$ cat src/sefr_pkg.sv
// Shared constants and controller/datapath handshake types for the frame receiver.
`timescale 1ns / 1ps

package sefr_pkg;

  localparam int BYTE_W      = 8;
  localparam int MAX_PAYLOAD = 64;
  localparam int ADDR_W      = $clog2(MAX_PAYLOAD);
  localparam int LEN_W       = $clog2(MAX_PAYLOAD + 1);
  localparam int CFG_IDX_W   = 1;

  localparam logic [CFG_IDX_W-1:0] REG_START_MARKER = 1'd0;
  localparam logic [CFG_IDX_W-1:0] REG_END_MARKER   = 1'd1;

  localparam logic [BYTE_W-1:0] START_MARKER_RST = 8'h02;
  localparam logic [BYTE_W-1:0] END_MARKER_RST   = 8'h03;

  typedef logic [BYTE_W-1:0] byte_t;
  typedef logic [LEN_W-1:0]  len_t;
  typedef logic [ADDR_W-1:0] addr_t;

  // Commands from the controller to the datapath.
  typedef struct packed {
    logic clear_frame;
    logic load_len;
    logic store_byte;
    logic start_burst;
    logic emit_beat;
  } cmd_t;

  // Status from the datapath to the controller.
  typedef struct packed {
    logic is_start;
    logic is_end;
    logic len_ok;
    logic xor_ok;
    logic data_done;
    logic burst_last;
    logic out_free;
  } sts_t;

endpackage

$ cat src/sefr_if.sv
// Valid/ready channel interfaces for received bytes and payload results.
`timescale 1ns / 1ps

interface sefr_in_if;
  import sefr_pkg::*;
  logic  valid;
  logic  ready;
  byte_t rx_byte;

  modport source (output valid, output rx_byte, input ready);
  modport sink (input valid, input rx_byte, output ready);
endinterface

interface sefr_out_if;
  import sefr_pkg::*;
  logic  valid;
  logic  ready;
  byte_t payload_byte;
  len_t  frame_length;
  logic  last;

  modport source (output valid, output payload_byte, output frame_length, output last,
                  input ready);
  modport sink (input valid, input payload_byte, input frame_length, input last,
                output ready);
endinterface

$ cat src/sefr_ram.sv
// Generic single-write, single-read RAM with registered read data.
`timescale 1ns / 1ps

module sefr_ram #(
  parameter int WIDTH = 8,
  parameter int DEPTH = 64
) (
  input  logic                     clk,
  input  logic                     we,
  input  logic [$clog2(DEPTH)-1:0] waddr,
  input  logic [WIDTH-1:0]         wdata,
  input  logic                     re,
  input  logic [$clog2(DEPTH)-1:0] raddr,
  output logic [WIDTH-1:0]         rdata
);

  logic [WIDTH-1:0] mem [DEPTH];

  always_ff @(posedge clk) begin
    if (we) begin
      mem[waddr] <= wdata;
    end
    if (re) begin
      rdata <= mem[raddr];
    end
  end

endmodule

$ cat src/sefr_ctrl.sv
// Frame state machine: hunts for frames, walks length/data/checksum/end, runs the burst.
`timescale 1ns / 1ps

module sefr_ctrl (
  input  logic          clk,
  input  logic          rst,
  input  logic          in_valid,
  output logic          in_ready,
  input  sefr_pkg::sts_t sts,
  output sefr_pkg::cmd_t cmd
);
  import sefr_pkg::*;

  localparam logic [2:0] ST_HUNT = 3'd0;
  localparam logic [2:0] ST_LEN  = 3'd1;
  localparam logic [2:0] ST_DATA = 3'd2;
  localparam logic [2:0] ST_CHK  = 3'd3;
  localparam logic [2:0] ST_END  = 3'd4;
  localparam logic [2:0] ST_EMIT = 3'd5;

  logic [2:0] state;
  logic [2:0] state_next;
  logic       in_fire;

  assign in_ready = (state != ST_EMIT);
  assign in_fire  = in_valid && in_ready;

  always_comb begin
    state_next = state;
    cmd        = '0;
    unique case (state)
      ST_HUNT: begin
        if (in_fire && sts.is_start) begin
          cmd.clear_frame = 1'b1;
          state_next      = ST_LEN;
        end
      end
      ST_LEN: begin
        if (in_fire) begin
          if (sts.len_ok) begin
            cmd.load_len = 1'b1;
            state_next   = ST_DATA;
          end else begin
            state_next = ST_HUNT;
          end
        end
      end
      ST_DATA: begin
        if (in_fire) begin
          cmd.store_byte = 1'b1;
          if (sts.data_done) begin
            state_next = ST_CHK;
          end
        end
      end
      ST_CHK: begin
        if (in_fire) begin
          state_next = sts.xor_ok ? ST_END : ST_HUNT;
        end
      end
      ST_END: begin
        if (in_fire) begin
          if (sts.is_end) begin
            cmd.start_burst = 1'b1;
            state_next      = ST_EMIT;
          end else begin
            state_next = ST_HUNT;
          end
        end
      end
      ST_EMIT: begin
        if (sts.out_free) begin
          cmd.emit_beat = 1'b1;
          if (sts.burst_last) begin
            state_next = ST_HUNT;
          end
        end
      end
      default: begin
        state_next = ST_HUNT;
      end
    endcase
  end

  always_ff @(posedge clk) begin
    if (rst) begin
      state <= ST_HUNT;
    end else begin
      state <= state_next;
    end
  end

endmodule

$ cat src/sefr_dp.sv
// Datapath: marker registers, payload store, running XOR, counters and output register.
`timescale 1ns / 1ps

module sefr_dp (
  input  logic                              clk,
  input  logic                              rst,
  input  logic                              cfg_we,
  input  logic [sefr_pkg::CFG_IDX_W-1:0]    cfg_index,
  input  sefr_pkg::byte_t                   cfg_wdata,
  input  sefr_pkg::byte_t                   rx_byte,
  input  logic                              out_ready,
  output logic                              out_valid,
  output sefr_pkg::byte_t                   out_byte,
  output sefr_pkg::len_t                    out_len,
  output logic                              out_last,
  input  sefr_pkg::cmd_t                    cmd,
  output sefr_pkg::sts_t                    sts
);
  import sefr_pkg::*;

  byte_t start_marker;
  byte_t end_marker;
  byte_t running_xor;
  len_t  write_index;
  len_t  bytes_left;
  addr_t rd_idx;
  byte_t rd_data;
  logic  rd_en;
  addr_t rd_addr;

  assign sts.is_start   = (rx_byte == start_marker);
  assign sts.is_end     = (rx_byte == end_marker);
  assign sts.len_ok     = (rx_byte != '0) && (rx_byte <= BYTE_W'(MAX_PAYLOAD));
  assign sts.xor_ok     = (rx_byte == running_xor);
  assign sts.data_done  = (bytes_left == LEN_W'(1));
  assign sts.burst_last = ((LEN_W'(rd_idx) + LEN_W'(1)) == write_index);
  assign sts.out_free   = !out_valid || out_ready;

  // The first read is issued with the end byte; each beat then prefetches the next entry.
  assign rd_en   = cmd.start_burst || (cmd.emit_beat && !sts.burst_last);
  assign rd_addr = cmd.start_burst ? '0 : rd_idx + ADDR_W'(1);

  sefr_ram #(
    .WIDTH (BYTE_W),
    .DEPTH (MAX_PAYLOAD)
  ) u_store (
    .clk   (clk),
    .we    (cmd.store_byte),
    .waddr (write_index[ADDR_W-1:0]),
    .wdata (rx_byte),
    .re    (rd_en),
    .raddr (rd_addr),
    .rdata (rd_data)
  );

  always_ff @(posedge clk) begin
    if (rst) begin
      start_marker <= START_MARKER_RST;
      end_marker   <= END_MARKER_RST;
    end else if (cfg_we) begin
      unique case (cfg_index)
        REG_START_MARKER: start_marker <= cfg_wdata;
        REG_END_MARKER:   end_marker   <= cfg_wdata;
        default: ;
      endcase
    end
  end

  always_ff @(posedge clk) begin
    if (rst) begin
      running_xor <= '0;
      write_index <= '0;
      bytes_left  <= '0;
    end else begin
      priority if (cmd.clear_frame) begin
        running_xor <= '0;
        write_index <= '0;
        bytes_left  <= '0;
      end else if (cmd.load_len) begin
        bytes_left <= rx_byte[LEN_W-1:0];
      end else if (cmd.store_byte) begin
        running_xor <= running_xor ^ rx_byte;
        write_index <= write_index + LEN_W'(1);
        bytes_left  <= bytes_left - LEN_W'(1);
      end
    end
  end

  always_ff @(posedge clk) begin
    if (cmd.start_burst) begin
      rd_idx <= '0;
    end else if (cmd.emit_beat && !sts.burst_last) begin
      rd_idx <= rd_idx + ADDR_W'(1);
    end
  end

  always_ff @(posedge clk) begin
    if (rst) begin
      out_valid <= 1'b0;
    end else if (cmd.emit_beat) begin
      out_valid <= 1'b1;
    end else if (out_ready) begin
      out_valid <= 1'b0;
    end
  end

  always_ff @(posedge clk) begin
    if (cmd.emit_beat) begin
      out_byte <= rd_data;
      out_len  <= write_index;
      out_last <= sts.burst_last;
    end
  end

endmodule

$ cat src/stx_etx_xor_frame_receiver.sv
// Top level of the framed packet receiver with XOR checksum.
//
//   port       dir   what moves per beat
//   rx         in    one received byte (rx_byte)
//   payload    out   one payload byte, frame_length, last
//   cfg_*      in    marker register write, no handshake
//
// A received byte is accepted in every frame state; rx.ready drops only while a frame is
// read out of the payload store. The burst gives one beat per cycle while the consumer
// takes them, set by the store's single registered read port: new input is held off for
// the whole burst of a frame, including any stall time on payload.
// Reset is synchronous and returns the block to hunting with the default markers.
`timescale 1ns / 1ps

module stx_etx_xor_frame_receiver (
  input  logic                           clk,
  input  logic                           rst,
  sefr_in_if.sink                        rx,
  sefr_out_if.source                     payload,
  input  logic                           cfg_we,
  input  logic [sefr_pkg::CFG_IDX_W-1:0] cfg_index,
  input  sefr_pkg::byte_t                cfg_wdata
);
  import sefr_pkg::*;

  cmd_t cmd;
  sts_t sts;

  sefr_ctrl u_ctrl (
    .clk      (clk),
    .rst      (rst),
    .in_valid (rx.valid),
    .in_ready (rx.ready),
    .sts      (sts),
    .cmd      (cmd)
  );

  sefr_dp u_dp (
    .clk       (clk),
    .rst       (rst),
    .cfg_we    (cfg_we),
    .cfg_index (cfg_index),
    .cfg_wdata (cfg_wdata),
    .rx_byte   (rx.rx_byte),
    .out_ready (payload.ready),
    .out_valid (payload.valid),
    .out_byte  (payload.payload_byte),
    .out_len   (payload.frame_length),
    .out_last  (payload.last),
    .cmd       (cmd),
    .sts       (sts)
  );

  // Every beat of a burst reports the same frame length.
  a_len_steady: assert property (@(posedge clk) disable iff (rst)
    (payload.valid && payload.ready && !payload.last)
      |=> (payload.frame_length == $past(payload.frame_length)))
    else $error("frame_length changed inside a burst");

  a_len_range: assert property (@(posedge clk) disable iff (rst)
    payload.valid |-> (payload.frame_length != '0 &&
                       payload.frame_length <= LEN_W'(MAX_PAYLOAD)))
    else $error("frame_length out of range");

  // A new frame needs several input bytes, so nothing follows the last beat at once.
  a_gap_after_last: assert property (@(posedge clk) disable iff (rst)
    (payload.valid && payload.ready && payload.last) |=> !payload.valid)
    else $error("beat emitted right after the last beat of a frame");

  // Input is held off for the whole burst, including the cycle after the end byte.
  a_hold_input: assert property (@(posedge clk) disable iff (rst)
    (cmd.start_burst) |=> !rx.ready)
    else $error("input accepted while a burst starts");

endmodule

$ cat src/flat_wrapper.sv
// flat-port wrapper written by rule: the top's interface ports become plain ports
module stx_etx_xor_frame_receiver_flat import sefr_pkg::*;
  (clk, rst, cfg_we, cfg_index, cfg_wdata, rx_valid, rx_rx_byte, rx_ready, payload_valid, payload_payload_byte, payload_frame_length, payload_last, payload_ready);
  sefr_in_if rx_i ();
  sefr_out_if payload_i ();
  input  logic clk;
  input  logic rst;
  input  logic cfg_we;
  input  logic [sefr_pkg::CFG_IDX_W-1:0] cfg_index;
  input  sefr_pkg::byte_t cfg_wdata;
  input wire logic [$bits(rx_i.valid)-1:0] rx_valid;
  input wire logic [$bits(rx_i.rx_byte)-1:0] rx_rx_byte;
  output wire logic [$bits(rx_i.ready)-1:0] rx_ready;
  output wire logic [$bits(payload_i.valid)-1:0] payload_valid;
  output wire logic [$bits(payload_i.payload_byte)-1:0] payload_payload_byte;
  output wire logic [$bits(payload_i.frame_length)-1:0] payload_frame_length;
  output wire logic [$bits(payload_i.last)-1:0] payload_last;
  input wire logic [$bits(payload_i.ready)-1:0] payload_ready;
  assign rx_i.valid = rx_valid;
  assign rx_i.rx_byte = rx_rx_byte;
  assign rx_ready = rx_i.ready;
  assign payload_valid = payload_i.valid;
  assign payload_payload_byte = payload_i.payload_byte;
  assign payload_frame_length = payload_i.frame_length;
  assign payload_last = payload_i.last;
  assign payload_i.ready = payload_ready;
  stx_etx_xor_frame_receiver u_core (.clk(clk), .rst(rst), .rx(rx_i), .payload(payload_i), .cfg_we(cfg_we), .cfg_index(cfg_index), .cfg_wdata(cfg_wdata));
endmodule
$ cat config.mk
export PLATFORM = sky130hd
export DESIGN_NAME = stx_etx_xor_frame_receiver_flat
export DESIGN_NICKNAME = d
export VERILOG_FILES = /design/src/sefr_pkg.sv /design/src/sefr_if.sv /design/src/sefr_ram.sv /design/src/sefr_ctrl.sv /design/src/sefr_dp.sv /design/src/stx_etx_xor_frame_receiver.sv /design/src/flat_wrapper.sv
export SDC_FILE = /design/constraint.sdc
export NUM_CORES = 1
export LEC_CHECK = 0
export CORE_ASPECT_RATIO = 2
export CORE_MARGIN = 2
export CORE_UTILIZATION = 55
export CTS_BUF_LIST = sky130_fd_sc_hd__clkbuf_8
export CTS_CLUSTER_SIZE = 30
export DETAILED_ROUTE_END_ITERATION = 8
export DONT_BUFFER_PORTS = 1
export PLACE_DENSITY = 0.78
export SLEW_MARGIN = 15
export SYNTH_ARGS = -nofsm -noshare
export SYNTH_HDL_FRONTEND = slang
export SYNTH_SLANG_ARGS = --single-unit
$ cat constraint.sdc
create_clock -name clk -period 2.3 [get_ports clk]
set_input_delay 0.115 -clock clk [delete_from_list [all_inputs] [get_ports clk]]
set_output_delay 0.115 -clock clk [all_outputs]
set_load 0.005 [all_outputs]
* Word-level counts from Yosys, hierarchy flattened
Memories as Yosys holds them, arrays and structs flattened. A register that Yosys moved wholly into a read port is not among the register bits.
Index checks and enable logic that the tools add are counted.
** Word-level totals
- Bits in writable memories :: 512
- Bits of input ports :: 22
- Bits in registers :: 64
- Word-level logic and storage cells :: 87
- Memories :: 1
- Output and inout port bits :: 18
** Memories
- u_core.u_dp.u_store.mem :: words 64, width 8, read ports 1, clocked after Yosys merged registers in 1, wr ports 1, RTL line sefr_ram.sv:17 : logic [WIDTH-1:0] mem [DEPTH];
** Cells by class
- Mux-type cells :: 31
- $add $sub $neg :: 4
- Reductions and logical operators :: 17
- Bitwise operators :: 3
- Order comparisons :: 1
- Equality and inequality tests :: 19
** Operator list (number)
- $mux W3 :: 10
- $eq A8 B8 Y1 :: 3
- $pmux W3 S6 :: 1
- $mux W1 :: 16
- $mux W7 :: 2
- $ne A2 B2 Y1 const B :: 6
- $le A8 B7 Y1 const B :: 1
- $reduce_and A8 Y1 :: 1
- $reduce_bool A8 Y1 :: 1
- $xor A8 B8 Y8 :: 1
- $add A6 B1 Y7 const B :: 1
- $add A7 B1 Y7 const B :: 1
- $eq A7 B1 Y1 const B :: 1
- $eq A7 B7 Y1 :: 1
- $sub A7 B1 Y7 const B :: 1
- $add A6 B1 Y6 const B :: 1
- $eq A3 B2 Y1 const B :: 2
- $eq A3 B3 Y1 const B :: 2
- $mux W6 :: 1
- $reduce_and A2 Y1 :: 3
- $logic_and A1 B1 Y1 :: 4
- $ne A2 B1 Y1 const B :: 2
- $reduce_bool A2 Y1 :: 2
- $eq A3 B1 Y1 const B :: 1
- other kinds (7) :: 10

* Logic depth before layout (Yosys ltp)
- Depth after elaboration :: 7
- Depth in mapped cells :: 12
- Gate-level depth less buffers :: 9

* Hierarchy
Synthesis repeated with hierarchy kept, for this count alone.
** Unflattened totals
- Cells, all modules :: 1304
- Area, all modules :: 23618.9 um^2
** Modules (own cells, without submodules)
- sefr_ram :: instances 1, area an instance 20246.9 um^2, sequential area each 15615.0 um^2, cells an instance 940
- sefr_dp :: instances 1, area an instance 3040.4 um^2, sequential area each 1381.3 um^2, cells an instance 323
- sefr_ctrl :: instances 1, area an instance 331.6 um^2, sequential area each 60.1 um^2, cells an instance 41

* Worst setup path after synthesis
OpenSTA, ideal clock, no wires.
- Path kind :: register to register
- Start :: register u_core.u_dp.rd_idx[0]
- End :: register u_core.u_dp.u_store.rdata[7] (read register of u_core.u_dp.u_store.mem), data pin
- Data required time :: 2044 ps
- Slack :: -218 ps
- Stages on the path, launching flop included :: 10
- Clock period less this slack :: 2518 ps
- Setup time :: 256 ps
- Path buffers :: 3
- Data arrival time :: 2262 ps
- Cells stage by stage :: dfxtp_1 ha_1 clkbuf_2 xor2_2 clkbuf_1 buf_1 mux4_2 a21oi_1 nand4b_1 and4_1
** Between the ends
- Cells in the longest elaborated chain, start to end :: 5
** Ends and longest elaborated chain
- start: declaration :: RTL line sefr_dp.sv:26 : addr_t rd_idx;
- start signal: assignment :: RTL line sefr_dp.sv:93 : rd_idx <= rd_idx + ADDR_W'(1);
- $add A6 B1 Y7 :: RTL line sefr_dp.sv:36 : assign sts.burst_last = ((LEN_W'(rd_idx) + LEN_W'(1)) == write_index);
- $eq A7 B7 Y1 :: RTL line sefr_dp.sv:36
- $logic_not A1 Y1 :: RTL line sefr_dp.sv:40 : assign rd_en = cmd.start_burst || (cmd.emit_beat && !sts.burst_last);
- $logic_and A1 B1 Y1 :: RTL line sefr_dp.sv:40
- $logic_or A1 B1 Y1 :: RTL line sefr_dp.sv:40
- end: declaration :: RTL line sefr_ram.sv:14 : output logic [WIDTH-1:0] rdata
Parallel ways exist; a longest one is shown, timed or not.
A chain may end at the register's enable or synchronous reset.

* Worst setup path after layout
- Start :: register u_core.u_dp.end_marker[4]
- End :: register u_core.u_dp.u_store.rdata[2] (read register of u_core.u_dp.u_store.mem), data pin
** Between the ends
- Cells in the longest elaborated chain, start to end :: 5
** Ends and longest elaborated chain
- start: declaration :: RTL line sefr_dp.sv:22 : byte_t end_marker;
- start signal: assignment :: RTL line sefr_dp.sv:63 : REG_END_MARKER: end_marker <= cfg_wdata;
- $eq A8 B8 Y1 (*) :: RTL line sefr_dp.sv:32 : assign sts.is_end = (rx_byte == end_marker);
- $mux W1 (*) :: RTL line sefr_ctrl.sv:63 : if (sts.is_end) begin
- $mux W1 (*) :: RTL line sefr_ctrl.sv:62 : if (in_fire) begin
- $mux W1 (*) :: RTL line sefr_ctrl.sv:31 : unique case (state)
- $mux W6 or $logic_or A1 B1 Y1 (tied branches) :: RTL line sefr_dp.sv:41, sefr_dp.sv:40
Mark *: on every way between the ends. The rest lies on a longest branch, timed or not.

==> key figures <==
Run status
  – Status: finished with violations
  – Failing checks: negative setup slack

Worst setup path
  – Delay-heaviest family, CP: simple AND/OR/NAND/NOR gates
  – CP Launch Point: u_core.u_dp.end_marker[4]
  – Worst r2r src: u_core.u_dp.end_marker[4]
  – Critical-path cell list: xnor2_2, nand3_4, or4_4, buf_6, nand3_4, buf_12, o221ai_1, a21oi_1, nand4b_1, and4_1
  – CP Capture Type: register
  – Worst path required time: 2830 ps
  – Buf+Inv Stages, Crit Path: 2
  – Most frequent cell on the critical path: nand3_4
  – Max FO, Critical Path: 6
  – CP Data Arrival Time: 3390 ps
  – CP startpoint kind: register
  – Worst path slowest cell: or4_4
  – Kind of critical path: reg -> reg
  – Critical path's largest stage delay: 680 ps

Synthesis
  – Cell taking the most area after synthesis: edfxtp_1
  – #FFs+latches synth: 584
  – Net Count, Synth: 1675
  – Ys async rst share: 0
  – Dominant cells by area after synthesis: edfxtp_1 67%, mux4_2 4.6%, dfxtp_1 4.0%
  – Top-area cell type share of the netlist area: 0.665
  – EDFF count, synth: 536
  – Syn Std Cell Area: 24200 µm²
  – YS warnings: 0
  – Synth Area per Inst: 14.7 µm²
  – Seq/Total Area, Yosys: 0.705
  – Syn Inst Count: 1649
  – Most used DFF post-synth: edfxtp_1
  – Netlist cell types: 79

Clock network
  – Clk sinks: 584
  – CTS tree: built
  – CTS max path bufs: 3
  – Worst-Skew Late Latency: 670 ps
  – CTS HTree Levels: 3
  – Root Buffer: clkbuf_8
  – Clock-pin slew of the registers on the worst-case setup and hold paths: 70 ps
  – CTS Buf Count: 75

Global routing
  – Met3 Use GR: 0.0599
  – Grt peak-use layer: met2
  – Largest net degree at the start of global routing: 69
  – Met1 Track Usage GR: 0.304
  – Total track usage: 0.318
  – First-pass GRT wire length: 106 mm
  – Vias in the first global route: 17232
  – Initial antenna violation count: 4
  – Met2 usage: 0.558
  – Remaining global-route overflow: 0

Layout
  – Area Overhead vs Synth: 24.1%
  – Final #Nets: 1988
  – Layout cells sized above 1: 0.300
  – Post-Route Utilization: 0.692
  – Post-route cell area: 30000 µm²
  – Non-filler cells, final: 2568

Detailed routing
  – Initial DRT Pass Iterations: 6
  – Drt drc: 0
  – Vias: 16656
  – Drt initial violations: 1834
  – Mean routed wirelength per cell: 28.8 µm
  – Final ANT Viol Nets: 0
  – Via/cell ratio: 6.49
  – Total wire length: 74.0 mm

Floorplanning
  – Chip Width: 152 µm
  – Core Region: 43400 µm²
  – Ports: 40
  – Site row count: 108
  – Starting Density: 0.558
  – DIE AREA: 45800 µm²
  – Die Y: 301 µm

Pwr
  – Total design power: 19800 µW
  – Pwr Density: 658 nW/µm²
  – Leak Pwr: 0.0104 µW
  – Peak supply drop: 0.554 mV

Placed design
  – RePlAce Congestion: 0.993
  – DP Wirelength: 44.4 mm
  – Placed insts: 2342
  – PortBufs: 0
  – Placed cell area: 26600 µm²

Timing
  – Period minus WS final: 2870 ps
  – Final period util: 1.25
  – Setup TNS Final: -3780 ps
  – RSZ-0062 raised after global routing: yes
  – Slew @ Worst Pin: 771 ps
  – Setup ws final: -567 ps
  – Final hold violations: 0
  – Final setup fails: 13
  – Final Slew Violations: 0
  – Layout Skew: 34.7 ps
  – Fmax achieved: 349 MHz
  – Rel. slew slack: 0.484

Hold path
  – Hold Path Class: in -> reg
  – Min-delay src: rx_rx_byte[5]

Job
  – Maxcap violations: 0
what timing repair did:
item / in CTS / in global routing
pin swaps: 40 / 43
endpoints found under the hold margin: 557 / 0
gates cloned: 6 / 2
buffers inserted: 37 / 13
setup endpoints to repair: 37 / 308
hold buffers: 44 / 0
gates resized for setup: 127 / 68
path summary, 6_finish.rpt:
path / slack, ps / depth (start not counted) / to
hold / removal: 40 / 5 / u_core.u_ctrl.state[1]
setup reg to reg: -570 / 10 / u_core.u_dp.u_store.rdata[2]
hold reg to reg: 480 / 2 / u_core.u_dp.end_marker[4]
setup / recovery: -570 / 10 / u_core.u_dp.u_store.rdata[2]
logic make-up after synthesis:
logic type	Yosys count	synth area share
AOI/OAI and AO/OA	359	0.0981
muxes	95	0.0652
xor gates and xnor gates	51	0.0218
adders and majority gates	5	0.00248
DFF	584	0.705
and+or+nand+nor	430	0.0828
buffers and inverters	125	0.0248
tightest hold or removal path, stage by stage:
cell and delay, ps:
or4_1 80, nor3_1 50, xnor2_1 130, nand3_1 180, a21oi_1 90
area by class of cell:
cell class              instances  area, µm²
repair buffers                351       3480
diodes                          4       10.0
fillers                      2621      13400
flip-flops and latches        584      17100
inverters                       8       30.0
multi-input cells             942       7240
well taps                     550        688
clock inverters                49        397
clock buffers                  80       1100
where the power goes:
group / internal (µW) / switching [µW]
logic: 141 / 278
registers: 11600 / 13.4
clock network: 4010 / 3750
flip-flops by register name (all words and copies together), names as in the netlist, 6 cells and up:
name and cells:
u_core.u_dp.running_xor 8, u_core.u_dp.out_len 7, u_core.u_dp.out_byte 8, u_core.u_dp.write_index 7
u_core.u_dp.start_marker 8, u_core.u_dp.u_store.mem 512, u_core.u_dp.bytes_left 7, u_core.u_dp.end_marker 8
u_core.u_dp.u_store.rdata 8, u_core.u_dp.rd_idx 6
per-layer routing:
metal  routed length, µm  vias to the layer above
met4                8710                        4
li1                    -                     7038
met3                5650                      396
met1               21900                     8136
met5                  26                        -
met2               37700                     1082
cells in the mapped netlist, types with 21 or more instances:
master,n
nor2_1,129
o21ai_0,48
dfxtp_1,48
xnor2_1,22
nand2_1,177
buf_2,30
o22ai_1,39
nand3_1,25
o221ai_1,21
mux4_2,49
edfxtp_1,536
mux2i_1,36
a21oi_1,105
clkbuf_1,55
per-stage QoR:
| stage | setup slack (ps) | hold WS [ps] |
|---|---|---|
| after floorplan | -48.8 | 214 |
| after global placement | -744 | 187 |
| after detailed placement | -762 | 188 |
| after CTS | -332 | 0.650 |
| after global routing | -585 | 75.0 |
| final | -567 | 39.5 |
cell usage in the layout (no fill, tap or decap), drive strengths merged, types with 8 or more instances in the layout:
cell type and n:
nand3b 8, a221oi 12, o211ai 18, dfxtp 48
xnor2 30, nand2 177, nor2 129, clkbuf 82
mux2 10, dlygate4sd3 36, a32oi 15, inv 25
mux4 49, a22o 13, edfxtp 536, clkinv 22
xor2 20, nor3 12, buf 311, and3 15
a21oi 105, nand3 29, a31oi 17, o22ai 39
o221ai 21, a211oi 17, mux2i 36, o31ai 9
o21ai 50
Note: power is estimated with default switching activity, not from simulation.
